`src/rtl/point_cloud_nearest_distance_core_macros.svh`:
```
// assertion macros for the point cloud nearest distance core
`ifndef POINT_CLOUD_NEAREST_DISTANCE_CORE_MACROS_SVH
`define POINT_CLOUD_NEAREST_DISTANCE_CORE_MACROS_SVH

// same-cycle implication, checked while out of reset
`define PCND_ASSERT_NOW(lbl, ante, cons, msg) \
    lbl: assert property (@(posedge clk) disable iff (!rst_n) (ante) |-> (cons)) else $error(msg);

// next-cycle implication, checked while out of reset
`define PCND_ASSERT_NEXT(lbl, ante, cons, msg) \
    lbl: assert property (@(posedge clk) disable iff (!rst_n) (ante) |=> (cons)) else $error(msg);

`endif

```
`src/rtl/pcnd_pkg.sv`:
```
// shared types and codes of the point cloud nearest distance core
`default_nettype none
package pcnd_pkg;

    localparam int COORD_W = 20;
    localparam int DIST_W  = 43;
    localparam int VAL_W   = 46;
    localparam int CNT_W   = 32;
    localparam int SUM_W   = 64;
    localparam int POINT_W = 3 * COORD_W;

    localparam logic [1:0] REQ_LOAD  = 2'd0;
    localparam logic [1:0] REQ_QUERY = 2'd1;
    localparam logic [1:0] REQ_CLEAR = 2'd2;

    localparam logic [1:0] MODE_MEAN = 2'd0;
    localparam logic [1:0] MODE_MAX  = 2'd1;
    localparam logic [1:0] MODE_ROOT = 2'd2;

    localparam logic CFG_MODE      = 1'b0;
    localparam logic CFG_THRESHOLD = 1'b1;

    // controller to datapath commands
    typedef struct packed {
        logic load;
        logic clear_store;
        logic query_take;
        logic noref_set;
        logic scan_start;
        logic scan_issue;
        logic fold;
        logic div_start;
        logic div_step;
        logic sqrt_start;
        logic sqrt_step;
        logic emit;
    } cmd_t;

    // datapath to controller status
    typedef struct packed {
        logic count_zero;
        logic store_full;
        logic scan_last;
        logic pipe_empty;
        logic last_q;
        logic div_last;
        logic sqrt_last;
        logic mode_root;
    } stat_t;

endpackage
`default_nettype wire

```
`src/rtl/pcnd_ctrl.sv`:
```
// control state machine of the point cloud nearest distance core
`default_nettype none
module pcnd_ctrl (
    input  wire logic          clk,
    input  wire logic          rst_n,
    input  wire logic          start,
    input  wire logic [1:0]    req_type,
    input  wire logic          last_query,
    input  wire pcnd_pkg::stat_t stat,
    output pcnd_pkg::cmd_t     cmd,
    output logic               busy,
    output logic               done
);
    import pcnd_pkg::*;

    typedef enum logic [7:0] {
        S_IDLE    = 8'b0000_0001,
        S_SCAN    = 8'b0000_0010,
        S_DRAIN   = 8'b0000_0100,
        S_DIV_LD  = 8'b0000_1000,
        S_DIV     = 8'b0001_0000,
        S_ROOT_LD = 8'b0010_0000,
        S_ROOT    = 8'b0100_0000,
        S_OUT     = 8'b1000_0000
    } state_t;

    state_t state_reg;
    state_t state_next;

    // next state and commands
    always_comb
    begin
        state_next = state_reg;
        cmd        = '0;
        unique case (state_reg)
            S_IDLE:
            begin
                if (start)
                begin
                    case (req_type)
                        REQ_LOAD:  cmd.load = 1'b1;
                        REQ_CLEAR: cmd.clear_store = 1'b1;
                        REQ_QUERY:
                        begin
                            cmd.query_take = 1'b1;
                            if (stat.count_zero)
                            begin
                                cmd.noref_set = 1'b1;
                                if (last_query)
                                begin
                                    state_next = S_DIV_LD;
                                end
                            end
                            else
                            begin
                                cmd.scan_start = 1'b1;
                                state_next     = S_SCAN;
                            end
                        end
                        default: ;
                    endcase
                end
            end
            S_SCAN:
            begin
                cmd.scan_issue = 1'b1;
                if (stat.scan_last)
                begin
                    state_next = S_DRAIN;
                end
            end
            S_DRAIN:
            begin
                if (stat.pipe_empty)
                begin
                    cmd.fold   = 1'b1;
                    state_next = stat.last_q ? S_DIV_LD : S_IDLE;
                end
            end
            S_DIV_LD:
            begin
                cmd.div_start = 1'b1;
                state_next    = S_DIV;
            end
            S_DIV:
            begin
                cmd.div_step = 1'b1;
                if (stat.div_last)
                begin
                    state_next = stat.mode_root ? S_ROOT_LD : S_OUT;
                end
            end
            S_ROOT_LD:
            begin
                cmd.sqrt_start = 1'b1;
                state_next     = S_ROOT;
            end
            S_ROOT:
            begin
                cmd.sqrt_step = 1'b1;
                if (stat.sqrt_last)
                begin
                    state_next = S_OUT;
                end
            end
            S_OUT:
            begin
                cmd.emit   = 1'b1;
                state_next = S_IDLE;
            end
            default: state_next = S_IDLE;
        endcase
    end

    // state register
    always_ff @(posedge clk or negedge rst_n)
    begin
        if (!rst_n)
        begin
            state_reg <= S_IDLE;
        end
        else
        begin
            state_reg <= state_next;
        end
    end

    assign busy = (state_reg != S_IDLE);
    assign done = (state_reg == S_OUT);

endmodule
`default_nettype wire

```
`config.mk`:
```
export PLATFORM = sky130hd
export DESIGN_NAME = pcnd_ctrl
export DESIGN_NICKNAME = d
export VERILOG_FILES = /design/src/rtl/point_cloud_nearest_distance_core_macros.svh /design/src/rtl/pcnd_pkg.sv /design/src/rtl/pcnd_ctrl.sv
export SDC_FILE = /design/constraint.sdc
export NUM_CORES = 1
export LEC_CHECK = 0
export ABC_AREA = 1
export BUFFER_PORTS_ARGS = -buffer_cell sky130_fd_sc_hd__buf_2
export CORE_MARGIN = 1.5
export CORE_UTILIZATION = 46
export DETAILED_ROUTE_END_ITERATION = 10
export HOLD_SLACK_MARGIN = 0.03
export PLACE_DENSITY = 0.87
export SETUP_SLACK_MARGIN = 0.05
export SYNTH_ARGS = -nofsm -noshare
export SYNTH_HDL_FRONTEND = slang
export SYNTH_SLANG_ARGS = --single-unit
```
`constraint.sdc`:
```
create_clock -name clk -period 1.5 [get_ports clk]
set_input_delay 0.225 -clock clk [delete_from_list [all_inputs] [get_ports clk]]
set_output_delay 0.225 -clock clk [all_outputs]
set_load 0.01 [all_outputs]
```
; Word-level counts from Yosys, hierarchy flattened
; Cells that the tools add are included.
[totals]
regBits = 8
output_inout_bits = 14
word_cells = 47
[classes]
n_eq_ne = 18
mux = 26
reduce_logical = 2
[op_table]
columns = operator, count
row1 = 8-bit 2-to-1 mux, 9
row2 = 8-bit one-hot mux with 7 select lines, 1
row3 = 1-bit 2-to-1 mux, 12
row4 = 5-bit 2-to-1 mux, 2
row5 = "2-bit inequality test, second input constant", 5
row6 = "8-bit by 1-bit equality test with 1-bit output, second input constant", 1
row7 = "8-bit by 2-bit equality test with 1-bit output, second input constant", 1
row8 = "8-bit by 3-bit equality test with 1-bit output, second input constant", 1
row9 = "8-bit by 4-bit equality test with 1-bit output, second input constant", 1
row10 = "8-bit by 5-bit equality test with 1-bit output, second input constant", 1
row11 = "8-bit by 6-bit equality test with 1-bit output, second input constant", 1
row12 = "8-bit by 7-bit equality test with 1-bit output, second input constant", 1
row13 = "8-bit equality test, second input constant", 1
row14 = "8-bit by 1-bit inequality test with 1-bit output, second input constant", 1
row15 = 7-bit AND reduction, 1
row16 = 4-bit 2-to-1 mux, 1
row17 = 3-bit 2-to-1 mux, 1
row18 = "3-bit inequality test, second input constant", 1
row19 = "2-bit by 1-bit equality test with 1-bit output, second input constant", 1
row20 = "2-bit equality test, second input constant", 1
row21 = 2-bit logical NOT, 1
row22 = "2-bit by 1-bit inequality test with 1-bit output, second input constant", 1

; Depth between registers and ports, before layout
; Gate-level depths: netlist (run 1).
[logic_depth]
depth_word = 5
depth_mapped = 10

; Worst setup path before layout (run 1)
; Ideal clock, no wire load.
[synth_timing]
path_kind = reg-to-output
start = reg state_reg[0]
end = out cmd[7] (netlist bit)
arrival_ns = 1.272
t_required_ns = 1.275
path_slack_ns = 0.003
stages_incl_launch_ff = 7
path_buffers = 0
path_cell_list = dfstp_2 -> nand2_1 -> nor2_1 -> nand2_2 -> nor3_4 -> inv_2 -> nor2_1
[synth_lines]
columns = item, line
row1 = start: declaration, pcnd_ctrl.sv:27  ; state_t state_reg;
row2 = start signal: assignment, pcnd_ctrl.sv:124  ; state_reg <= state_next;
row3 = end: declaration, pcnd_ctrl.sv:10  ; output pcnd_pkg::cmd_t cmd,

; Worst setup path in the final report (run 1)
[layout_timing]
start = reg state_reg[6]
end = out busy
[layout_via]
elab_chain_len = 1
[layout_rtl]
columns = item, line
row1 = 8-bit by 1-bit inequality test with 1-bit output, pcnd_ctrl.sv:128  ; assign busy = (state_reg != S_IDLE);
row2 = end: declaration, pcnd_ctrl.sv:11  ; output logic busy,
; Every way passes these cells.

==> results of run 1 <==
-- how the worst min path moves through the flow --
stage,from,to,slack [ps],cells past startpoint
global route,stat[0],state_reg[5],220,3
finish,stat[0],state_reg[5],220,3
detailed placement,rst_n,state_reg[2],60,1
CTS,stat[0],state_reg[5],200,3
floorplan,rst_n,state_reg[1],-70,0
global placement,rst_n,state_reg[4],60,1
-- cells in the final DEF, fill, tap and decap left out, types with 2 or more instances in the layout --
| master | count |
|---|---|
| sky130_fd_sc_hd__buf_6 | 5 |
| sky130_fd_sc_hd__nand3_2 | 2 |
| sky130_fd_sc_hd__nand2_4 | 8 |
| sky130_fd_sc_hd__dfrtp_1 | 7 |
| sky130_fd_sc_hd__buf_2 | 26 |
| sky130_fd_sc_hd__buf_4 | 15 |
| sky130_fd_sc_hd__nor2_2 | 7 |
| sky130_fd_sc_hd__nand3_1 | 2 |
| sky130_fd_sc_hd__inv_2 | 9 |
| sky130_fd_sc_hd__inv_1 | 12 |
| sky130_fd_sc_hd__nor2_4 | 7 |
| sky130_fd_sc_hd__inv_4 | 2 |
| sky130_fd_sc_hd__nand2_2 | 6 |
| sky130_fd_sc_hd__clkbuf_4 | 3 |
| sky130_fd_sc_hd__nand2_1 | 23 |
| sky130_fd_sc_hd__nor2_1 | 12 |
| sky130_fd_sc_hd__nor4_2 | 2 |
-- what timing repair did --
action                                  CTS  global route
resized for setup                         5            32
pin swaps                                 7             8
endpoints found under the setup margin   13            20
hold buffers                              1             0
buffers inserted                          9            10
hold endpoints to repair                  8             0
gates cloned                              0             0
-- cells in the mapped netlist --
library cell,instances,area (sq um)
sky130_fd_sc_hd__nand2_4,4,45.0
sky130_fd_sc_hd__nand3_2,1,10.0
sky130_fd_sc_hd__nor4_1,3,18.8
sky130_fd_sc_hd__inv_4,2,12.5
sky130_fd_sc_hd__nor2_2,4,25.0
sky130_fd_sc_hd__o21ai_1,1,5.00
sky130_fd_sc_hd__inv_1,15,56.3
sky130_fd_sc_hd__dfrtp_1,7,175
sky130_fd_sc_hd__inv_2,6,22.5
sky130_fd_sc_hd__nor2_1,20,75.1
sky130_fd_sc_hd__nand3b_1,1,7.51
sky130_fd_sc_hd__buf_4,1,7.51
sky130_fd_sc_hd__o22ai_1,1,6.26
sky130_fd_sc_hd__dfstp_2,1,26.3
sky130_fd_sc_hd__nand2_1,29,109
sky130_fd_sc_hd__nor3_4,1,16.3
sky130_fd_sc_hd__nor2_4,2,22.5
sky130_fd_sc_hd__nand3_1,4,20.0
sky130_fd_sc_hd__nand2_2,4,25.0
-- through the flow --
step                      utilization [%]  instance area [sq um]  std cells  total power [mW]
final                                86.2                   1160        172              1.83
after global routing                 86.2                   1160        172              1.94
after global placement               62.9                    850        149              1.11
after detailed placement             62.9                    850        149              1.13
after floorplan                         -                    693        107             0.907
after CTS                            72.1                    973        163              1.44
-- layout make-up --
cell class | instances | area (sq um)
multi-input combinational | 75 | 517
timing repair buffer | 47 | 309
sequential | 8 | 201
fill | 71 | 186
inverter | 23 | 91.3
clock buffer | 4 | 26.3
tap | 15 | 18.8
-- layer usage --
| layer | up-vias | wire length [microns] | global-route usage [%] |
|---|---|---|---|
| met5 | - | 0 | 0 |
| met3 | 10 | 103 | 0.435 |
| li1 | 417 | - | - |
| met4 | 0 | 88 | 13.5 |
| met1 | 388 | 876 | 24.0 |
| met2 | 37 | 1180 | 34.1 |
-- worst max-delay path, delay by kind of cell, from the launching register on --
family,cells,cell delay (ps)
buffers and inverters,4,490
flip-flops,1,400
AND/OR/NAND/NOR,3,320
-- cell families after synthesis --
family	after synthesis	share of synthesized area, %
and+or+nand+nor	73	54.6
buffers and inverters	24	14.4
DFF	8	29.4
AOI/OAI and AO/OA	2	1.64
-- power groups by stage --
stage                     clock (mW)  combinational, mW  sequential (mW)
after floorplan                    0              0.594            0.313
after global placement             0              0.793            0.316
after detailed placement           0              0.813            0.320
after CTS                      0.176              0.953            0.310
after global routing           0.181               1.44            0.327
final                          0.174               1.34            0.321
==> impl.org, run 1 <==
** Status
- Outcome :: complete, but fails checks
- The checks that failed: negative setup slack.

** Die
- X dimension of the die :: around 42 microns
- Once the floorplan was initialized, standard cells occupied between 50% and 60% of the core.
- Core ar. :: ~1400 sq um
- After floorplanning, the core was divided into 13 placement rows.
- For this design the top-level I/O count stands at 28.
- Area of the die :: 1730 sq um
- Floorplan die height :: roughly 42 microns

** Finish
- Area growth from synthesis to layout :: 69.7%
- Of the cells placed in the final design, the portion with a size suffix greater than 1 is 61.8%.
- The final layout contains 172 nets.
- ANT cells :: 0
- The register with the most flip-flops in the layout has 8 of them.

** Power
- Of the total power, registers draw 17.5%.
- In this run the static leakage power is 0.690 nW.
- The internal portion of the total power is 949 uW.
- Dividing total power by cell area gives a power density of 1580 nW/um^2.
- Switching share of power :: roughly half
- Switching component of the power :: 885 uW
- Across the VDD grid, the largest voltage drop is 949 uV.
- Combinational Power Share :: 73.0%
- Share of total power in the clock network :: 9.5%

** Global routing
- Grt ovf :: 0
- The first global-routing pass estimated between 2000 and 3000 microns of wire.
- Number of antenna violations at the first check in global routing :: 0
- Pin count of the biggest net entering global routing :: 9
- Total routing usage reported by global routing :: 19.9%
- The number of global-route vias before repair is 708.

** Worst setup path
- Crit path cell chain :: inv_2 -> nand2_4 -> nor2_4 -> nand2_4 -> buf_4 -> buf_4 -> buf_2
- Origin of the worst setup path :: state_reg[6]
- Cell at the slowest stage of the critical path :: sky130_fd_sc_hd__dfrtp_1
- The critical path ends at busy.
- Slack of the worst reg-to-reg path :: -80 ps
- Required time of the critical path :: 1270 ps
- In this run the critical register-to-register path is launched from state_reg[6].
- In this run the critical register-to-register path is captured at state_reg[0].
- The worst setup path is captured at an output pin.
- For the worst flop-to-flop path, the logic depth is 13.
- Arrival time worst endpoint :: roughly 1500 ps
- The largest single stage delay on the critical path is 400 ps.
- The worst setup path is of the reg -> out kind.
- Top fanout value on the critical path :: 4
- Crit path launch type :: flip-flop

** CTS
- Clk sink count :: 8
- Insertion delay to the later sink of the worst-skew pair :: 250 ps
- No sink is reached through more buffers than the 2 on the longest clock path.
- Clock tree from TritonCTS :: done
- Clock-pin slew was measured on the worst setup and hold paths at 60 ps.
- Cell chosen for the clock root :: sky130_fd_sc_hd__clkbuf_4
- CTS buffer count :: 3
- In this run the number of H-tree levels came out at 1.

** Route
- Total wirelength of the detailed-routed design :: 2250 microns
- The count of nets left with antenna violations once routing finished came out at 0.
- Routed length per placed instance :: 13.1 microns
- Using the TritonRoute via totals, the vias-per-cell ratio works out to 4.95.
- The routed layout has 852 vias.
- DRC marker count from the first detailed-route iteration :: 15
- The pre-antenna-repair detailed-routing pass consisted of 5 iterations.
- DRC :: 0

** Placed design
- Dpl hpwl :: 1240 microns
- Final weighted congestion in routability-driven placement :: 0.847
- Prior to clock tree synthesis, the placed netlist has a worst setup slack of 38.1 ps.
- Input and output buffers added on the ports amount to 26.

** STA
- Actual slew at the worst max-slew pin :: about 260 ps
- Based on the critical path, the design can be clocked at up to between 0.5 and 0.6 GHz.
- The number of pins with negative max-slew slack in the final report was 0.
- Post-route setup slack :: -180 ps
- In this run the tightest slew margin relative to its limit is 82.2%.
- Setup repair after global routing could not meet its margin everywhere.
- In the final timing run, aggregate negative setup slack is -2050 ps.
- Final hold vios :: 0
- The worst path uses 112% of the clock period.
- Setup violations remaining at the end of the flow were counted as 17.
- Worst hold margin :: approximately 220 ps
- Shortest clock period the worst path allows after layout :: 1680 ps
- The clock arrives with ~9 ps of skew.

** Logic synthesis
- Synth Area per Inst :: 6.41 sq um
- Counting every net in the synthesized netlist gives 121.
- Mapped Cells :: approximately 110
- The Yosys step of the flow raised 0 warnings.
- The synthesized design contains 8 register bits.
- Summing every instance area after synthesis gives 686 sq um.
- Sequential elements use 29.4% of the synthesized area.
- Count of cell types in the netlist :: 19

** Worst hold path
- Worst Hold Class :: in -> reg

** Flow run
- Reported max-cap violation count :: 0
Note: power is estimated with default switching activity, not from simulation.
==> run 2, diff against run 1 <==
--- a/config.mk
+++ b/config.mk
@@ -13,6 +13,7 @@
 export HOLD_SLACK_MARGIN = 0.03
 export PLACE_DENSITY = 0.87
 export SETUP_SLACK_MARGIN = 0.05
+export SKIP_LAST_GASP = 1
 export SYNTH_ARGS = -nofsm -noshare
 export SYNTH_HDL_FRONTEND = slang
 export SYNTH_SLANG_ARGS = --single-unit
==> run 2 against run 1 <==
The flow still finishes with violations (negative setup slack). Die area is the same. Total power fell by 8.2%. Count of clock-buffer cells in the layout unchanged. Sequential power is essentially flat. Core utilization down 4.5 points. Hold slack worse by 2.6 ps. Cell area fell by 5.3%. Non-clock buffer count shrank 3. Largest power group unchanged.
==> impl.org, run 2 (synthesized netlist as in run 1, its figures left out) <==
** Status
- The flow ran to the end, but the final reports show violations.
- Violated checks :: negative setup slack

** STA
- At the pin with the least slew margin, the transition time is 223 ps.
- Setup violations remaining at the end of the flow were counted as 13.
- Shortest clock period the worst path allows after layout :: 1660 ps
- In this run the tightest slew margin relative to its limit is 85.0%.
- Setup repair after global routing could not meet its margin everywhere.
- The final critical path takes up 111% of the cycle.
- Across the routed clock network, the largest skew measured is 7.76 ps.
- Post-route setup slack :: -158 ps
- Worst hold margin :: 215 ps
- The number of pins with negative max-slew slack in the final report was 0.
- Final hold vios :: 0
- Peak clock frequency supported by timing :: a little over 0.6 GHz

** Finish
- The repair_antennas step left the layout with diodes totalling 0.
- In the final design database the tool counted 169 nets.
- Area growth from synthesis to layout :: 60.8%
- Leaving out fill and tap cells, the most frequent cells in the layout are 26 x sky130_fd_sc_hd__buf_2, 25 x sky130_fd_sc_hd__nand2_1, 14 x sky130_fd_sc_hd__nor2_1.
- Commonest non-fill, non-tap cell in the layout :: sky130_fd_sc_hd__buf_2
- After the flow finishes, the layout carries non-filler instances totaling 169.
- Post-route cell area :: 1100 sq um
- Largest register FFs :: 8
- Share of post-route cells with drive strength above 1 :: 57.1%

** Power
- P_leak :: 0.667 nW
- Overall power consumption after layout is estimated at 1.68 mW.
- Largest voltage drop on the vdd net :: between 1000 and 1500 uV
- Dividing total power by cell area gives a power density of 1530 nW/um^2.

** Placed design
- Dpl hpwl :: 1240 microns
- Routability-driven placement finished with a final weighted congestion of 0.847.
- Port Buffers :: 26
- The number of placed instances, taps included, is 149.
- Instance area at placement :: 850 sq um

** Global routing
- Wire length of the first global-routing pass :: 2660 microns
- Total routing usage reported by global routing :: 19.5%
- Entering global routing, the biggest net connects 9 pins.
- Grt ovf :: 0
- The initial antenna violation count is 0.
- The number of global-route vias before repair is 703.

** Route
- Routed length per placed instance :: 11.7 microns
- Total wirelength of the detailed-routed design :: just under 2000 microns
- For this block, the via count after detailed routing is 826.
- After detailed routing, the number of remaining DRC violations is 0.
- DRC marker count from the first detailed-route iteration :: 26
- Iteration count of the initial detailed-routing pass :: 4
- Routed vias/inst :: a little under 5
- Remaining number of nets flagged by the antenna check after routing :: 0

** CTS
- At the later pin of the worst-skew pair, clock insertion delay measures 250 ps.
- In this run the number of H-tree levels came out at 1.
- CTS buffer count :: 3
- Clock tree from TritonCTS :: done
- The cell sitting at the root of the clock tree is a sky130_fd_sc_hd__clkbuf_4.
- After clock tree synthesis, the clock-pin slew on the worst setup and hold paths is 60 ps.
- Maximum clock path buffer count :: 2
- For this design, the sink count on the clock tree is 8.

** Worst hold path
- Worst Hold Class :: in -> reg
- The worst hold path begins at stat[0].
- The worst hold path was traced through 3 stages.
- Endpoint of the worst hold-timing path :: state_reg[5]

** Die
- Area of the die :: 1730 sq um
- X dimension of the die :: 41.6 microns
- Floorplan die height :: roughly 42 microns
- For this configuration, the core starts out at a cell density of just over 50%.
- Top-Level Pins :: 28
- Core ar. :: 1350 sq um
- In this run the core area contains 13 standard-cell rows.

** Worst setup path
- STA puts the critical path data required time at 1270 ps.
- The worst register-to-register path has a setup slack of around 30 ps.
- Counting cells, the worst reg-to-reg path comes to 11.
- In this run the worst path has a maximum fanout of 4.
- Counting both buffers and inverters, the worst setup path holds a total of 5.
- WS Path Type :: reg -> out
- Cell at the slowest stage of the critical path :: sky130_fd_sc_hd__dfrtp_1
- Largest stage delay on the critical path :: 420 ps
- Arrival time worst endpoint :: 1430 ps
- STA classifies the critical path endpoint as an output pin.
- On the critical path the largest part of the delay comes from buffers and inverters.
- The worst register-to-register path begins at state_reg[6].
- In this run the critical register-to-register path is captured at state_reg[2].
- Crit path launch type :: flip-flop
- Cell repeated most along the worst path :: sky130_fd_sc_hd__inv_2
- Crit path cell chain :: inv_2 -> nand2_4 -> nor2_4 -> buf_4 -> buf_6 -> nand2_1 -> inv_2 -> buf_2

** Flow run
- The tool flagged a number of max-cap violations equal to 0.
run 2: cell types whose count changed in the layout (fill, tap and decap cells not counted), moves of 2 or more:
cell,delta
sky130_fd_sc_hd__nand2_1,+2
sky130_fd_sc_hd__nor2_1,+2
sky130_fd_sc_hd__buf_4,-2
sky130_fd_sc_hd__nor2_2,-2
run 2: timing repair:
item / 4_1_cts / 5_1_grt
buffers inserted: 9 / 6
endpoints found under the hold margin: 8 / 0
gates cloned: 0 / 0
endpoints found under the setup margin: 13 / 20
gates resized for setup: 4 / 23
pin swaps: 5 / 4
hold buffers: 1 / 0
run 2: worst max-delay path by stage:
stage                 start  endpoint  cells after the start  slack, ps
2_1_floorplan  state_reg[4]    cmd[0]                      4         50
3_3_place_gp   state_reg[0]    cmd[7]                      7         60
3_5_place_dp   state_reg[0]    cmd[7]                      7         40
4_1_cts        state_reg[0]    cmd[7]                      7       -180
5_1_grt        state_reg[6]    cmd[7]                      8       -250
6_report       state_reg[4]    cmd[6]                      8       -160
run 2: worst reg2reg max path: stages, from the launching register on:
cell,delay [ps]
sky130_fd_sc_hd__dfrtp_1,400
sky130_fd_sc_hd__inv_2,80
sky130_fd_sc_hd__buf_4,100
sky130_fd_sc_hd__buf_4,90
sky130_fd_sc_hd__nand3_2,90
sky130_fd_sc_hd__nor2_4,160
sky130_fd_sc_hd__buf_6,120
sky130_fd_sc_hd__nand2_2,60
sky130_fd_sc_hd__nand2_4,80
sky130_fd_sc_hd__nor2_4,50
sky130_fd_sc_hd__nand2_1,60
sky130_fd_sc_hd__nand2_1,60
run 2: cell type report:
cell class / instances / area (sq um)
inverter: 23 / 91.3
clock buffer: 4 / 26.3
fill: 90 / 248
tap: 15 / 18.8
sequential: 8 / 201
multi-input combinational: 75 / 482
timing repair buffer: 44 / 283
run 2: power by group:
group | switching, mW | internal [mW]
combinational | 0.698 | 0.487
sequential | 0.0426 | 0.278
clock | 0.0769 | 0.102
total | 0.817 | 0.867
run 2: stage by stage:
step	TNS, ps	worst slack, ps	util, %
2_1_floorplan	0	50.7	-
3_5_place_dp	0	38.1	62.9
6_report	-1510	-158	81.6
4_1_cts	-1200	-181	71.9
3_3_place_gp	0	61.0	62.9
5_1_grt	-2520	-248	81.6
run 2: layer usage:
layer / wire length [microns] / track usage (%) / part of all wire (%) / vias up
li1: - / - / - / 412
met1: 786 / 22.6 / 40 / 372
met2: 1050 / 34.4 / 53 / 36
met3: 94 / 0.435 / 4.7 / 6
met4: 54 / 13.5 / 2.7 / 0
met5: 0 / 0 / 0 / -
